$ cat config.mk
export PLATFORM = sky130hd
export DESIGN_NAME = fm_three_operator_voice_flat
export DESIGN_NICKNAME = d
export VERILOG_FILES = /design/src/rtl/core/fmv_pkg.sv /design/src/rtl/core/fmv_if.sv /design/src/rtl/core/fmv_mul.sv /design/src/rtl/core/fmv_cfg_regs.sv /design/src/rtl/core/fm_three_operator_voice.sv /design/src/flat_wrapper.sv
export SDC_FILE = /design/constraint.sdc
export NUM_CORES = 2
export LEC_CHECK = 0
export ABC_AREA = 1
export BUFFER_PORTS_ARGS = -buffer_cell sky130_fd_sc_hd__buf_2
export CORE_MARGIN = 5
export CORE_UTILIZATION = 49
export CTS_BUF_LIST = sky130_fd_sc_hd__clkbuf_16
export CTS_CLUSTER_DIAMETER = 150
export CTS_CLUSTER_SIZE = 28
export DETAILED_ROUTE_END_ITERATION = 12
export GPL_ROUTABILITY_DRIVEN = 0
export PLACE_DENSITY = 0.73
export SYNTH_ARGS = -nofsm -noshare
export SYNTH_HDL_FRONTEND = slang
export SYNTH_SLANG_ARGS = --single-unit
$ cat constraint.sdc
create_clock -name clk -period 11.85 [get_ports clk]
set_input_delay 1.185 -clock clk [delete_from_list [all_inputs] [get_ports clk]]
set_output_delay 1.185 -clock clk [all_outputs]
set_load 0.01 [all_outputs]
$ cat src/rtl/core/fmv_pkg.sv
// fmv_pkg: shared types and constants of the three-operator fm voice
// register indexes, wave and route codes, polynomial coefficients, config struct
// no dependencies
package fmv_pkg;

	localparam int CFG_IDX_BITS = 4;

	localparam logic [CFG_IDX_BITS-1:0] REG_FREQ_ONE    = 4'd0;
	localparam logic [CFG_IDX_BITS-1:0] REG_FREQ_TWO    = 4'd1;
	localparam logic [CFG_IDX_BITS-1:0] REG_FREQ_THREE  = 4'd2;
	localparam logic [CFG_IDX_BITS-1:0] REG_START_LEVEL = 4'd3;
	localparam logic [CFG_IDX_BITS-1:0] REG_DECAY_STEP  = 4'd4;
	localparam logic [CFG_IDX_BITS-1:0] REG_WAVE_SELECT = 4'd5;
	localparam logic [CFG_IDX_BITS-1:0] REG_ROUTE_MODE  = 4'd6;
	localparam logic [CFG_IDX_BITS-1:0] REG_MOD_DEPTH   = 4'd7;

	localparam logic [31:0] RST_FREQ_ONE    = 32'd3895662;
	localparam logic [31:0] RST_FREQ_TWO    = 32'd7791324;
	localparam logic [31:0] RST_FREQ_THREE  = 32'd3895662;
	localparam logic [30:0] RST_START_LEVEL = 31'd3276800;
	localparam logic [30:0] RST_DECAY_STEP  = 31'd7;
	localparam logic [5:0]  RST_WAVE_SELECT = 6'd0;
	localparam logic [1:0]  RST_ROUTE_MODE  = 2'd0;
	localparam logic [31:0] RST_MOD_DEPTH   = 32'd6553600;

	localparam logic [1:0] WAVE_COS     = 2'd0;
	localparam logic [1:0] WAVE_SQUARE  = 2'd1;
	localparam logic [1:0] WAVE_TRI     = 2'd2;
	// code three reads as a cosine
	localparam logic [1:0] WAVE_COS_ALT = 2'd3;

	localparam logic [1:0] ROUTE_ONE_TWO   = 2'd0;
	localparam logic [1:0] ROUTE_CHAIN     = 2'd1;
	localparam logic [1:0] ROUTE_SUM       = 2'd2;
	localparam logic [1:0] ROUTE_ONE_ALONE = 2'd3;

	// quarter-wave cosine polynomial, q30
	localparam logic [30:0] Q30_ONE = 31'h4000_0000;
	localparam logic [31:0] COEF_A  = 32'd1324675879;
	localparam logic [31:0] COEF_B  = 32'd272375560;
	localparam logic [31:0] COEF_C  = 32'd22401992;
	localparam logic [31:0] COEF_D  = 32'd987048;
	// 1 / (2 pi) in q32
	localparam logic [31:0] INV_TWO_PI = 32'd683565276;

	// signed q16 wave value, range -65536 to 65536
	typedef logic signed [17:0] wave_t;

	typedef struct packed {
		logic [31:0]        freq_one;
		logic [31:0]        freq_two;
		logic [31:0]        freq_three;
		logic [30:0]        start_level;
		logic [30:0]        decay_step;
		logic [5:0]         wave_select;
		logic [1:0]         route_mode;
		logic signed [31:0] mod_depth;
	} cfg_t;

	typedef struct packed {
		logic        issue;
		logic [31:0] a;
		logic [31:0] b;
	} mul_req_t;

endpackage

$ cat src/rtl/core/fmv_if.sv
// fmv_if: valid/ready channels of the fm voice (trigger beats, sample beats, config writes)
// depends on fmv_pkg for the config index width
interface fmv_in_if;
	logic valid;
	logic ready;
	logic retrigger;

	modport source (output valid, output retrigger, input ready);
	modport sink (input valid, input retrigger, output ready);
endinterface

interface fmv_out_if;
	logic               valid;
	logic               ready;
	logic signed [15:0] sample;

	modport source (output valid, output sample, input ready);
	modport sink (input valid, input sample, output ready);
endinterface

interface fmv_cfg_if;
	logic                              valid;
	logic                              ready;
	logic [fmv_pkg::CFG_IDX_BITS-1:0] index;
	logic [31:0]                       data;

	modport source (output valid, output index, output data, input ready);
	modport sink (input valid, input index, input data, output ready);
endinterface

$ cat src/rtl/core/fmv_mul.sv
// fmv_mul: shared 32x32 unsigned multiplier with registered product
// depends on fmv_pkg for the request struct
module fmv_mul (
	input  logic              clk,
	input  fmv_pkg::mul_req_t req,
	output logic [63:0]       prod
);
	import fmv_pkg::*;

	// product holds until the next issue
	always_ff @(posedge clk) begin
		if (req.issue) begin
			prod <= req.a * req.b;
		end
	end

endmodule

$ cat src/rtl/core/fmv_cfg_regs.sv
// fmv_cfg_regs: configuration register file of the fm voice
// depends on fmv_pkg and the fmv_cfg_if channel
module fmv_cfg_regs (
	input  logic            clk,
	input  logic            arst_n,
	fmv_cfg_if.sink         cfg,
	output fmv_pkg::cfg_t   regs
);
	import fmv_pkg::*;

	assign cfg.ready = 1'b1;

	always_ff @(posedge clk or negedge arst_n) begin
		if (!arst_n) begin
			regs.freq_one    <= RST_FREQ_ONE;
			regs.freq_two    <= RST_FREQ_TWO;
			regs.freq_three  <= RST_FREQ_THREE;
			regs.start_level <= RST_START_LEVEL;
			regs.decay_step  <= RST_DECAY_STEP;
			regs.wave_select <= RST_WAVE_SELECT;
			regs.route_mode  <= RST_ROUTE_MODE;
			regs.mod_depth   <= RST_MOD_DEPTH;
		end else if (cfg.valid && cfg.ready) begin
			case (cfg.index)
				REG_FREQ_ONE:    regs.freq_one    <= cfg.data;
				REG_FREQ_TWO:    regs.freq_two    <= cfg.data;
				REG_FREQ_THREE:  regs.freq_three  <= cfg.data;
				REG_START_LEVEL: regs.start_level <= cfg.data[30:0];
				REG_DECAY_STEP:  regs.decay_step  <= cfg.data[30:0];
				REG_WAVE_SELECT: regs.wave_select <= cfg.data[5:0];
				REG_ROUTE_MODE:  regs.route_mode  <= cfg.data[1:0];
				REG_MOD_DEPTH:   regs.mod_depth   <= cfg.data;
				default: ;
			endcase
		end
	end

endmodule

$ cat src/rtl/core/fm_three_operator_voice.sv
// fm_three_operator_voice: three-operator fm voice, one signed 16-bit sample per trigger beat
// the sample register loads after the operator steps and the envelope product; a triangle
// operator skips the polynomial steps, and when modulated also the high offset and sum steps
// the next trigger beat is taken only after the sample register loads, which waits for a free
// output, with the single shared 32x32 multiplier doing up to 22 products per sample
// reset: phases to zero, envelope to the start level reset value, registers to defaults
module fm_three_operator_voice #(
	parameter int PHASE_BITS      = 32,
	parameter int WAVE_TABLE_BITS = 10
) (
	input  logic       clk,
	input  logic       arst_n,
	fmv_in_if.sink     events,
	fmv_out_if.source  samples,
	fmv_cfg_if.sink    cfg
);
	import fmv_pkg::*;

	localparam int W    = WAVE_TABLE_BITS;
	localparam int XSH  = 32 - W;
	localparam int TSH  = 18 - W;
	localparam logic [W-1:0] HALF = W'(1) << (W - 1);

	typedef enum logic [3:0] {
		ST_IDLE, ST_THETA, ST_OFF_LO, ST_OFF_HI, ST_OFF_SUM, ST_INDEX, ST_SHAPE,
		ST_P0, ST_P1, ST_P2, ST_P3, ST_P4, ST_ENV, ST_OUT
	} state_t;

	cfg_t     cfg_q;
	mul_req_t mul_req;
	logic [63:0] mul_prod;

	state_t                state_q;
	logic [1:0]            osc_q;
	logic [PHASE_BITS-1:0] phase_one_q, phase_two_q, phase_three_q;
	logic [30:0]           env_q;

	wave_t              c1_q;
	wave_t              fin_q;
	logic signed [18:0] modsum_q;
	logic               theta_neg_q;
	logic [24:0]        m_hi_q;
	logic [53:0]        acc_q;
	logic [31:0]        offset_q;
	logic [W-1:0]       k_q;
	logic [30:0]        x2_q;

	fmv_cfg_regs u_regs (
		.clk    (clk),
		.arst_n (arst_n),
		.cfg    (cfg),
		.regs   (cfg_q)
	);

	fmv_mul u_mul (
		.clk  (clk),
		.req  (mul_req),
		.prod (mul_prod)
	);

	// current operator selection
	logic [1:0]            sel;
	logic [PHASE_BITS-1:0] ph_cur;
	logic [PHASE_BITS+31:0] ph_ext;
	logic [31:0]           ph32;

	always_comb begin
		case (osc_q)
			2'd0: begin
				sel    = cfg_q.wave_select[1:0];
				ph_cur = phase_one_q;
			end
			2'd1: begin
				sel    = cfg_q.wave_select[3:2];
				ph_cur = phase_two_q;
			end
			default: begin
				sel    = cfg_q.wave_select[5:4];
				ph_cur = phase_three_q;
			end
		endcase
		ph_ext = {ph_cur, 32'b0};
		ph32   = ph_ext[PHASE_BITS+31 -: 32];
	end

	// envelope update on a trigger beat
	logic [30:0] env_load, env_next;
	assign env_load = events.retrigger ? cfg_q.start_level : env_q;
	assign env_next = (env_load > cfg_q.decay_step) ? env_load - cfg_q.decay_step : '0;

	// magnitudes feeding the multiplier
	logic [31:0]        md_mag;
	logic signed [18:0] modsum_neg;
	logic [17:0]        modsum_mag;
	wave_t              fin_neg;
	logic [16:0]        fin_mag;
	assign md_mag     = cfg_q.mod_depth[31] ? 32'(-cfg_q.mod_depth) : cfg_q.mod_depth;
	assign modsum_neg = -modsum_q;
	assign modsum_mag = modsum_q[18] ? modsum_neg[17:0] : modsum_q[17:0];
	assign fin_neg    = -fin_q;
	assign fin_mag    = fin_q[17] ? fin_neg[16:0] : fin_q[16:0];

	// offset pieces
	logic [31:0] sh30;
	logic [31:0] tri_off_mag, cos_off;
	logic [63:0] off_sum;
	assign sh30        = mul_prod[61:30];
	assign tri_off_mag = mul_prod[31:0];
	assign off_sum     = {10'b0, acc_q} + {mul_prod[39:0], 24'b0};
	assign cos_off     = off_sum[63:32];

	// table index, quadrant fraction and triangle
	logic [31:0]        total;
	logic [1:0]         quad;
	logic [30:0]        x_raw, x_val;
	logic [W-1:0]       tri_ad;
	logic [17:0]        tri_sh;
	logic signed [18:0] tri_wide;
	wave_t              tri_val;
	assign total    = ph32 + offset_q;
	assign quad     = k_q[W-1 -: 2];
	assign x_raw    = 31'(k_q[W-3:0]) << XSH;
	assign x_val    = quad[0] ? Q30_ONE - x_raw : x_raw;
	assign tri_ad   = k_q[W-1] ? k_q - HALF : HALF - k_q;
	assign tri_sh   = 18'(tri_ad) << TSH;
	assign tri_wide = 19'sd65536 - $signed({1'b0, tri_sh});
	assign tri_val  = 18'(tri_wide);

	// cosine / square from the last polynomial product
	logic [30:0] qc;
	logic [31:0] qc_rnd;
	wave_t       cos_pos, cos_val, sq_val;
	always_comb begin
		qc      = (sh30 < 32'(Q30_ONE)) ? Q30_ONE - 31'(sh30) : '0;
		qc_rnd  = 32'(qc) + 32'd8192;
		cos_pos = $signed({1'b0, qc_rnd[30:14]});
		cos_val = (quad inside {2'd1, 2'd2}) ? -cos_pos : cos_pos;
		sq_val  = (cos_val[17] || cos_val == '0) ? -18'sd65536 : 18'sd65536;
	end

	logic  wave_done;
	wave_t w_val;
	assign wave_done = (state_q == ST_SHAPE && sel == WAVE_TRI) || state_q == ST_P4;
	assign w_val     = (state_q == ST_SHAPE) ? tri_val :
	                   (sel == WAVE_SQUARE) ? sq_val : cos_val;

	// multiplier requests
	always_comb begin
		mul_req = '0;
		case (state_q)
			ST_THETA: begin
				mul_req = '{1'b1, md_mag, 32'(modsum_mag)};
			end
			ST_OFF_LO: begin
				if (sel != WAVE_TRI) begin
					mul_req = '{1'b1, 32'(mul_prod[23:0]), INV_TWO_PI};
				end
			end
			ST_OFF_HI: mul_req = '{1'b1, 32'(m_hi_q), INV_TWO_PI};
			ST_SHAPE: begin
				if (sel != WAVE_TRI) begin
					mul_req = '{1'b1, 32'(x_val), 32'(x_val)};
				end
			end
			ST_P0: mul_req = '{1'b1, COEF_D, 32'(mul_prod[60:30])};
			ST_P1: mul_req = '{1'b1, COEF_C - sh30, 32'(x2_q)};
			ST_P2: mul_req = '{1'b1, COEF_B - sh30, 32'(x2_q)};
			ST_P3: mul_req = '{1'b1, COEF_A - sh30, 32'(x2_q)};
			ST_ENV: mul_req = '{1'b1, 32'(env_q), 32'(fin_mag)};
			default: ;
		endcase
	end

	assign events.ready = (state_q == ST_IDLE);

	logic        out_free;
	logic [15:0] smp_mag;
	assign out_free = !samples.valid || samples.ready;
	assign smp_mag  = {1'b0, mul_prod[46:32]};

	// sequencer, phases, envelope and output register
	always_ff @(posedge clk or negedge arst_n) begin
		if (!arst_n) begin
			state_q        <= ST_IDLE;
			osc_q          <= 2'd0;
			phase_one_q    <= '0;
			phase_two_q    <= '0;
			phase_three_q  <= '0;
			env_q          <= RST_START_LEVEL;
			samples.valid  <= 1'b0;
			samples.sample <= '0;
		end else begin
			// in the output state the load below decides valid
			if (samples.valid && samples.ready && state_q != ST_OUT) begin
				samples.valid <= 1'b0;
			end
			if (wave_done) begin
				case (osc_q)
					2'd0: begin
						if (cfg_q.route_mode == ROUTE_ONE_ALONE) begin
							state_q <= ST_ENV;
						end else begin
							osc_q   <= 2'd1;
							state_q <= (cfg_q.route_mode == ROUTE_SUM) ? ST_INDEX : ST_THETA;
						end
					end
					2'd1: begin
						if (cfg_q.route_mode == ROUTE_CHAIN || cfg_q.route_mode == ROUTE_SUM) begin
							osc_q   <= 2'd2;
							state_q <= ST_THETA;
						end else begin
							state_q <= ST_ENV;
						end
					end
					default: state_q <= ST_ENV;
				endcase
			end else begin
				case (state_q)
					ST_IDLE: begin
						if (events.valid) begin
							phase_one_q   <= phase_one_q + PHASE_BITS'(cfg_q.freq_one);
							phase_two_q   <= phase_two_q + PHASE_BITS'(cfg_q.freq_two);
							phase_three_q <= phase_three_q + PHASE_BITS'(cfg_q.freq_three);
							env_q         <= env_next;
							osc_q         <= 2'd0;
							state_q       <= ST_INDEX;
						end
					end
					ST_THETA:   state_q <= ST_OFF_LO;
					ST_OFF_LO:  state_q <= (sel == WAVE_TRI) ? ST_INDEX : ST_OFF_HI;
					ST_OFF_HI:  state_q <= ST_OFF_SUM;
					ST_OFF_SUM: state_q <= ST_INDEX;
					ST_INDEX:   state_q <= ST_SHAPE;
					ST_SHAPE:   state_q <= ST_P0;
					ST_P0:      state_q <= ST_P1;
					ST_P1:      state_q <= ST_P2;
					ST_P2:      state_q <= ST_P3;
					ST_P3:      state_q <= ST_P4;
					ST_ENV:     state_q <= ST_OUT;
					ST_OUT: begin
						// hold the result until the sample register is free
						if (out_free) begin
							samples.valid  <= 1'b1;
							samples.sample <= fin_q[17] ? 16'd0 - smp_mag : smp_mag;
							state_q        <= ST_IDLE;
						end else begin
							samples.valid  <= 1'b1;
						end
					end
					default: state_q <= ST_IDLE;
				endcase
			end
		end
	end

	// datapath holding registers
	always_ff @(posedge clk) begin
		if (state_q == ST_IDLE) begin
			offset_q <= '0;
		end
		if (wave_done) begin
			fin_q <= w_val;
			if (osc_q == 2'd0) begin
				c1_q     <= w_val;
				modsum_q <= 19'(w_val);
				offset_q <= '0;
			end else if (cfg_q.route_mode == ROUTE_SUM) begin
				modsum_q <= 19'(w_val) + 19'(c1_q);
			end else begin
				modsum_q <= 19'(w_val);
			end
		end
		case (state_q)
			ST_THETA: theta_neg_q <= cfg_q.mod_depth[31] ^ modsum_q[18];
			ST_OFF_LO: begin
				m_hi_q <= mul_prod[48:24];
				// triangle offset is the raw product modulo one phase turn
				if (sel == WAVE_TRI) begin
					offset_q <= theta_neg_q ? 32'd0 - tri_off_mag : tri_off_mag;
				end
			end
			ST_OFF_HI:  acc_q    <= mul_prod[53:0];
			ST_OFF_SUM: offset_q <= theta_neg_q ? 32'd0 - cos_off : cos_off;
			ST_INDEX:   k_q      <= total[31 -: W];
			ST_P0:      x2_q     <= mul_prod[60:30];
			default: ;
		endcase
	end

	a_busy_after_beat: assert property (@(posedge clk) disable iff (!arst_n)
		(events.valid && events.ready) |=> !events.ready)
		else $error("trigger taken while an item is in work");

	a_sample_bound: assert property (@(posedge clk) disable iff (!arst_n)
		samples.valid |-> (samples.sample != 16'sh8000))
		else $error("sample magnitude beyond envelope bound");

	a_env_decays: assert property (@(posedge clk) disable iff (!arst_n)
		(events.valid && events.ready && !events.retrigger) |=> (env_q <= $past(env_q)))
		else $error("envelope rose without retrigger");

	a_route_one_alone: assert property (@(posedge clk) disable iff (!arst_n)
		(state_q == ST_ENV) |-> (osc_q != 2'd0 || cfg_q.route_mode == ROUTE_ONE_ALONE))
		else $error("operator one reached the envelope in a modulated route");

	a_theta_modulated: assert property (@(posedge clk) disable iff (!arst_n)
		(state_q == ST_THETA) |-> (osc_q != 2'd0 && osc_q != 2'd3))
		else $error("modulation term computed for a carrier-free operator");

endmodule
$ cat src/flat_wrapper.sv
// flat-port wrapper written by rule: the top's interface ports become plain ports
module fm_three_operator_voice_flat import fmv_pkg::*;
#(
	parameter int PHASE_BITS      = 32,
	parameter int WAVE_TABLE_BITS = 10
)
  (clk, arst_n, events_valid, events_retrigger, events_ready, samples_valid, samples_sample, samples_ready, cfg_valid, cfg_index, cfg_data, cfg_ready);
  fmv_in_if events_i ();
  fmv_out_if samples_i ();
  fmv_cfg_if cfg_i ();
  input  logic clk;
  input  logic arst_n;
  input wire logic [$bits(events_i.valid)-1:0] events_valid;
  input wire logic [$bits(events_i.retrigger)-1:0] events_retrigger;
  output wire logic [$bits(events_i.ready)-1:0] events_ready;
  output wire logic [$bits(samples_i.valid)-1:0] samples_valid;
  output wire logic [$bits(samples_i.sample)-1:0] samples_sample;
  input wire logic [$bits(samples_i.ready)-1:0] samples_ready;
  input wire logic [$bits(cfg_i.valid)-1:0] cfg_valid;
  input wire logic [$bits(cfg_i.index)-1:0] cfg_index;
  input wire logic [$bits(cfg_i.data)-1:0] cfg_data;
  output wire logic [$bits(cfg_i.ready)-1:0] cfg_ready;
  assign events_i.valid = events_valid;
  assign events_i.retrigger = events_retrigger;
  assign events_ready = events_i.ready;
  assign samples_valid = samples_i.valid;
  assign samples_sample = samples_i.sample;
  assign samples_i.ready = samples_ready;
  assign cfg_i.valid = cfg_valid;
  assign cfg_i.index = cfg_index;
  assign cfg_i.data = cfg_data;
  assign cfg_ready = cfg_i.ready;
  fm_three_operator_voice #(.PHASE_BITS(PHASE_BITS), .WAVE_TABLE_BITS(WAVE_TABLE_BITS)) u_core (.clk(clk), .arst_n(arst_n), .events(events_i), .samples(samples_i), .cfg(cfg_i));
endmodule
**Word-level counts from Yosys, hierarchy flattened**

Index checks and enable logic that the tools add are counted.

- Flip-flop bits (word level): 618
- Output and inout bits: 19
- Word-level logic and storage cells: 162

- Add/subtract/negate cells: 23
- $mul: 1
- Order comparisons: 2
- Equal/unequal tests: 35
- Mux-type cells: 45
- Bitwise logic cells: 2
- Reductions and logical operators: 28

Operators with widths:

| operator | number |
|---|---|
| $pmux W65 S9 | 1 |
| $mux W32 | 7 |
| $mux W65 | 2 |
| $add A32 B32 Y32 | 4 |
| $pmux W32 S2 | 2 |
| $mux W31 | 4 |
| $mux W18 | 5 |
| $add A54 B64 Y64 | 1 |
| $sub A1 B32 Y32 const A | 2 |
| $mul A32 B32 Y62 | 1 |
| $pmux W4 S13 | 1 |
| $mux W19 | 2 |
| $eq A4 B3 Y1 const B | 8 |
| $lt A32 B31 Y1 const B | 1 |
| $neg A32 Y32 | 1 |
| $sub A25 B32 Y32 const A | 1 |
| $sub A29 B32 Y32 const A | 1 |
| $sub A31 B32 Y32 const A | 1 |
| $add A31 B14 Y31 const B | 1 |
| $gt A31 B31 Y1 | 1 |
| $sub A31 B30 Y31 const A | 1 |
| $sub A31 B31 Y31 | 1 |
| $sub A31 B31 Y31 const A | 1 |
| $eq A4 B4 Y1 const B | 6 |
| 38 further kinds | 80 |

**Depth between registers and ports, before layout**

- Depth in word-level cells: 13
- Mapped depth: 53
- Mapped depth without buffers: 52

**Modules after synthesis**

Synthesis repeated with hierarchy kept, for this count alone.

- Cell total of the unflattened synthesis: 10427
- Area, all modules: 77159.0 um2

By module, submodules not included:

| module | times used | cells each | area each (um2) | sequential area each (um2) |
|---|---|---|---|---|
| fmv_mul | 1 | 5016 | 37997.7 | 1921.8 |
| fm_three_operator_voice | 1 | 4516 | 31052.3 | 8962.3 |
| fmv_cfg_regs | 1 | 895 | 8109.0 | 5018.6 |

**Worst setup path before layout**

OpenSTA, ideal clock, no wires.

- Kind: reg-to-reg
- Start: register u_core.state_q[1]
- End: register u_core.u_mul.prod[58] (data pin)
- Arrival: 9.383 ns
- Required time: 11.588 ns
- Setup slack: 2.204 ns
- Stages on the path, launching flop included: 40
- Path buffers: 3
- Cell sequence: dfrtp_1 inv_1 nor2_1 inv_1 nor2_1 inv_1 nor2_1 buf_2 buf_1 nand2_1 o21ai_0 a21oi_1 o2111ai_1 clkbuf_1 nand2_1 fa_1 fa_1 inv_1 [... 4 more ...] inv_1 fa_1 inv_1 fa_1 fa_1 inv_1 ha_1 nand2_1 nor2_1 nand2_1 o221ai_1 a21oi_1 o21ai_0 a21boi_0 nand3b_1 o311ai_0 a21oi_1 xor2_1

- Cells in the longest elaborated chain, start to end: 3
- Elaborated cells between the ends (all ways): 11

RTL lines:

| what | RTL line | source |
|---|---|---|
| from (decl) | fm_three_operator_voice.sv:33 | `state_t state_q;` |
| from (signal assigned) | fm_three_operator_voice.sv:204 | `state_q <= (cfg_q.route_mode == ROUTE_SUM) ? ST_INDEX : ST_THETA;` |
| from (signal assigned) | fm_three_operator_voice.sv:230 | `ST_OFF_LO: state_q <= (sel == WAVE_TRI) ? ST_INDEX : ST_OFF_HI;` |
| $eq A4 B4 Y1 (tied with other cells) | fm_three_operator_voice.sv:150 | `case (state_q)` |
| $pmux W65 S9 * | fm_three_operator_voice.sv:150 |  |
| $mul A32 B32 Y62 * | fmv_mul.sv:13 | `prod <= req.a * req.b;` |
| to (signal assigned) | fmv_mul.sv:13 |  |
| to (decl) | fmv_mul.sv:6 | `output logic [63:0] prod` |

Mark *: on every way between the ends. The rest lies on a longest branch, timed or not.
A chain may end at the register's enable or synchronous reset.

**Final worst setup path**

- Start: register u_core.state_q[3]
- End: register u_core.u_mul.prod[59] (data pin)

Same word-level chain as after synthesis.

==> flow_summary.yaml <==
yosys:
  synthArstFlopShare_pct: 58.6
  synth_nets: 10700
  yosysMostFrequentCell: "nand2_1"
  synthTopCellsByCount: "nand2_1 (1952), inv_1 (1763), nor2_1 (977)"
  synth_edf_count: 214
  synth_cell_type_count: 73
  synth_top_cell_area_share_pct: 24.0
  synth_seq_area_share_pct: 21.8
  synth_warnings: 0
  synthesis.area_mm2: 0.0725
  synth_top_area_cell: "fa_1"
  synth-seq-cells: 594
  ys_top_cells_by_area: "fa_1 (24%), dfrtp_1 (10%), nand2_1 (10%)"
  ys.flop_type: "dfrtp_1"
  syn_area_per_cell_um2: 7.78
  synth_cells: 9320
finish:
  fin_area_mm2: 0.0761
  drive_above_1_share_pct: 5.28
  syn_to_final_growth_pct: 4.98
  layout.nets: 10700
die:
  rows: 141
  start_util_pct: 49.2
  ios: 61
  die_h_um: 395
  design.die.area_mm2: 0.156
  core_mm2: 0.147
  die_w_um: 395
timing:
  hold_violations: 0
  fin_crit_ps: 11330
  worstMarginPinSlew_ps: 1460
  skew_ps: 41.2
  slew_viol_final: 0
  fin_crit_sh_pct: 95.6
  max_slew_margin_pct: 2.44
  setup_viol: 0
  fmax_mhz: 88.3
  rsz0062_at_grt: "false"
  setup-tns-final_ps: 0
routing:
  ant_nets: 0
  routed_wl_mm: 251
  dr.pass1.iters: 10
  via_count: 65500
  drc_errors: 0
  wl_per_cell_um: 22.4
  viasPerCell: 5.85
  drt_iter0_markers: 7898
global_routing:
  grt_pass1_vias: 64300
  grtUsageTotal_pct: 31.6
  grt_max_degree: 188
  antenna_found_initial: 10
  grt_first_pass_wirelength_mm: 381
  overflow: 0
placed_design:
  place_hpwl_mm: 196
  io_buffers: 59
  dpl_cell_area_mm2: 0.0754
clock_tree:
  cts.htree.levels: 1
  insertion_delay_ps: 670
  clk_pin_slew_ps: 120
  cts_tree: "done"
  post_cts_buffers: 0
  ctsRootBufferMaster: "clkbuf_16"
  cts_sinks: 594
  cts_hold_buffers: 0
  cts_resized: 0
  cts-buffers-inserted: 25
  cts_buffer_depth: 3
setup_path:
  crit_path_end: "u_core.u_mul.prod[59]"
  setup.worst_path.start_class: "flip-flop"
  crit_path_frequent_cell: "nand2_1"
  r2r_cells: 54
  rr_startpoint: "u_core.state_q[3]"
  end_kind: "flip-flop"
  cp_data_arrival_time_ps: 11740
  crit_type: "reg -> reg"
  cp-startpoint: "u_core.state_q[3]"
  required_ps: 12260
  cp_max_fo: 16
  slowest_stage: "fa_1"
  slowest_delay_ps: 530
  r2r_end: "u_core.u_mul.prod[59]"
  ff2ff_setup_slack_ps: 520
worst_hold_path:
  min_path_type: "reg -> reg"
run:
  cap_violations: 0
status:
  status: "complete, no violations"
[final cells by class]
| class | instances | area, um2 |
|---|---|---|
| antenna | 8 | 20.0 |
| clock buffer | 25 | 626 |
| clock inverter | 21 | 121 |
| fill | 13800 | 71300 |
| inverter | 1813 | 6810 |
| multi-input combinational | 6593 | 48800 |
| sequential | 594 | 15800 |
| tap | 1930 | 2410 |
| timing repair buffer | 221 | 1530 |
[worst min-delay path by stage]
stage | from | endpoint | slack (ps) | cells past startpoint
6_report | u_core.samples.sample[1] | u_core.samples.sample[1] | 480 | 2
5_1_grt | u_core.u_regs.regs[83] | u_core.u_regs.regs[83] | 510 | 2
4_1_cts | u_core.phase_one_q[31] | u_core.phase_one_q[31] | 490 | 2
3_5_place_dp | u_core.offset_q[2] | u_core.offset_q[2] | 470 | 2
3_3_place_gp | u_core.samples.sample[1] | u_core.samples.sample[1] | 450 | 2
2_1_floorplan | u_core.u_mul.prod[56] | u_core.x2_q[26] | 420 | 0
[sequential cells by signal, indices dropped and copies added, names as in the netlist]
register / count
u_core.samples.valid: 1
u_core.x2_q: 31
u_core.u_regs.regs: 198
u_core.phase_three_q: 32
u_core.osc_q: 2
u_core.phase_two_q: 32
u_core.state_q: 4
u_core.c1_q: 18
u_core.fin_q: 18
u_core.offset_q: 32
u_core.env_q: 31
u_core.theta_neg_q: 1
u_core.modsum_q: 19
u_core.u_mul.prod: 62
u_core.k_q: 10
u_core.acc_q: 30
u_core.phase_one_q: 32
u_core.m_hi_q: 25
u_core.samples.sample: 16
[cell usage in the layout (no fill, tap or decap), types with 17 or more instances in the layout]
cell	n
o21ai_0	616
dfstp_2	54
buf_4	161
nor2_4	20
a31oi_1	59
o21ai_1	38
nand2_1	1949
fa_1	870
edfxtp_1	214
dfrtp_1	294
xor2_1	139
o211ai_1	45
ha_1	511
clkbuf_16	25
xnor2_1	96
a21boi_0	17
inv_1	1782
o221ai_1	20
o21bai_1	25
nor2_2	37
nor3_1	77
buf_2	58
or2_2	19
nand4_1	63
nand3_1	275
clkinv_1	20
a21o_1	26
a21oi_1	442
a221oi_1	19
nand2_2	21
o22ai_1	53
nor2_1	965
inv_2	28
o31ai_1	18
nor4_1	19
dfxtp_1	32
[per-layer routing]
metal / vias up / part of all wire (%) / track usage (%)
met5: - / 0.016 / 0
met4: 6 / 7.8 / 19.3
met3: 1033 / 14 / 10.2
met2: 4233 / 42 / 47.4
met1: 31200 / 36 / 39.9
li1: 29000 / - / -
[cell families (layout without fill, tap and decap cells)]
kind of cell	Yosys count	after routing	share of synthesized area, %
AOI/OAI and AO/OA	1465	1465	11.4
xor gates and xnor gates	235	235	2.84
adders and majority gates	1381	1381	32.8
buffers and inverters	2133	2080	11.2
DFF	594	594	21.8
muxes	3	3	0.0466
other	1	9	0.00517
and+or+nand+nor	3508	3508	19.9
[critical path: cells and delay by family, from the launching register on]
family	cells	cell delay [ps]
buffers and inverters	13	1790
AOI/OAI and AO/OA	7	970
DFF	1	420
xor gates and xnor gates	1	170
adders and majority gates	10	4580
and+or+nand+nor	23	3090
[metrics by stage]
| stage | cells | util, % | hold slack (ps) | setup WS, ps |
|---|---|---|---|---|
| floorplan | 9320 | - | 424 | 2200 |
| global placement | 11200 | 51.1 | 454 | 716 |
| detailed placement | 11200 | 51.1 | 465 | 509 |
| CTS | 11200 | 51.6 | 494 | 466 |
| global route | 11200 | 51.6 | 511 | 37.9 |
| finish | 11200 | 51.6 | 485 | 520 |
Power is left out: the tool's default activity adds up to more than one toggle a clock period on the data nets, which glitch-free logic cannot reach.
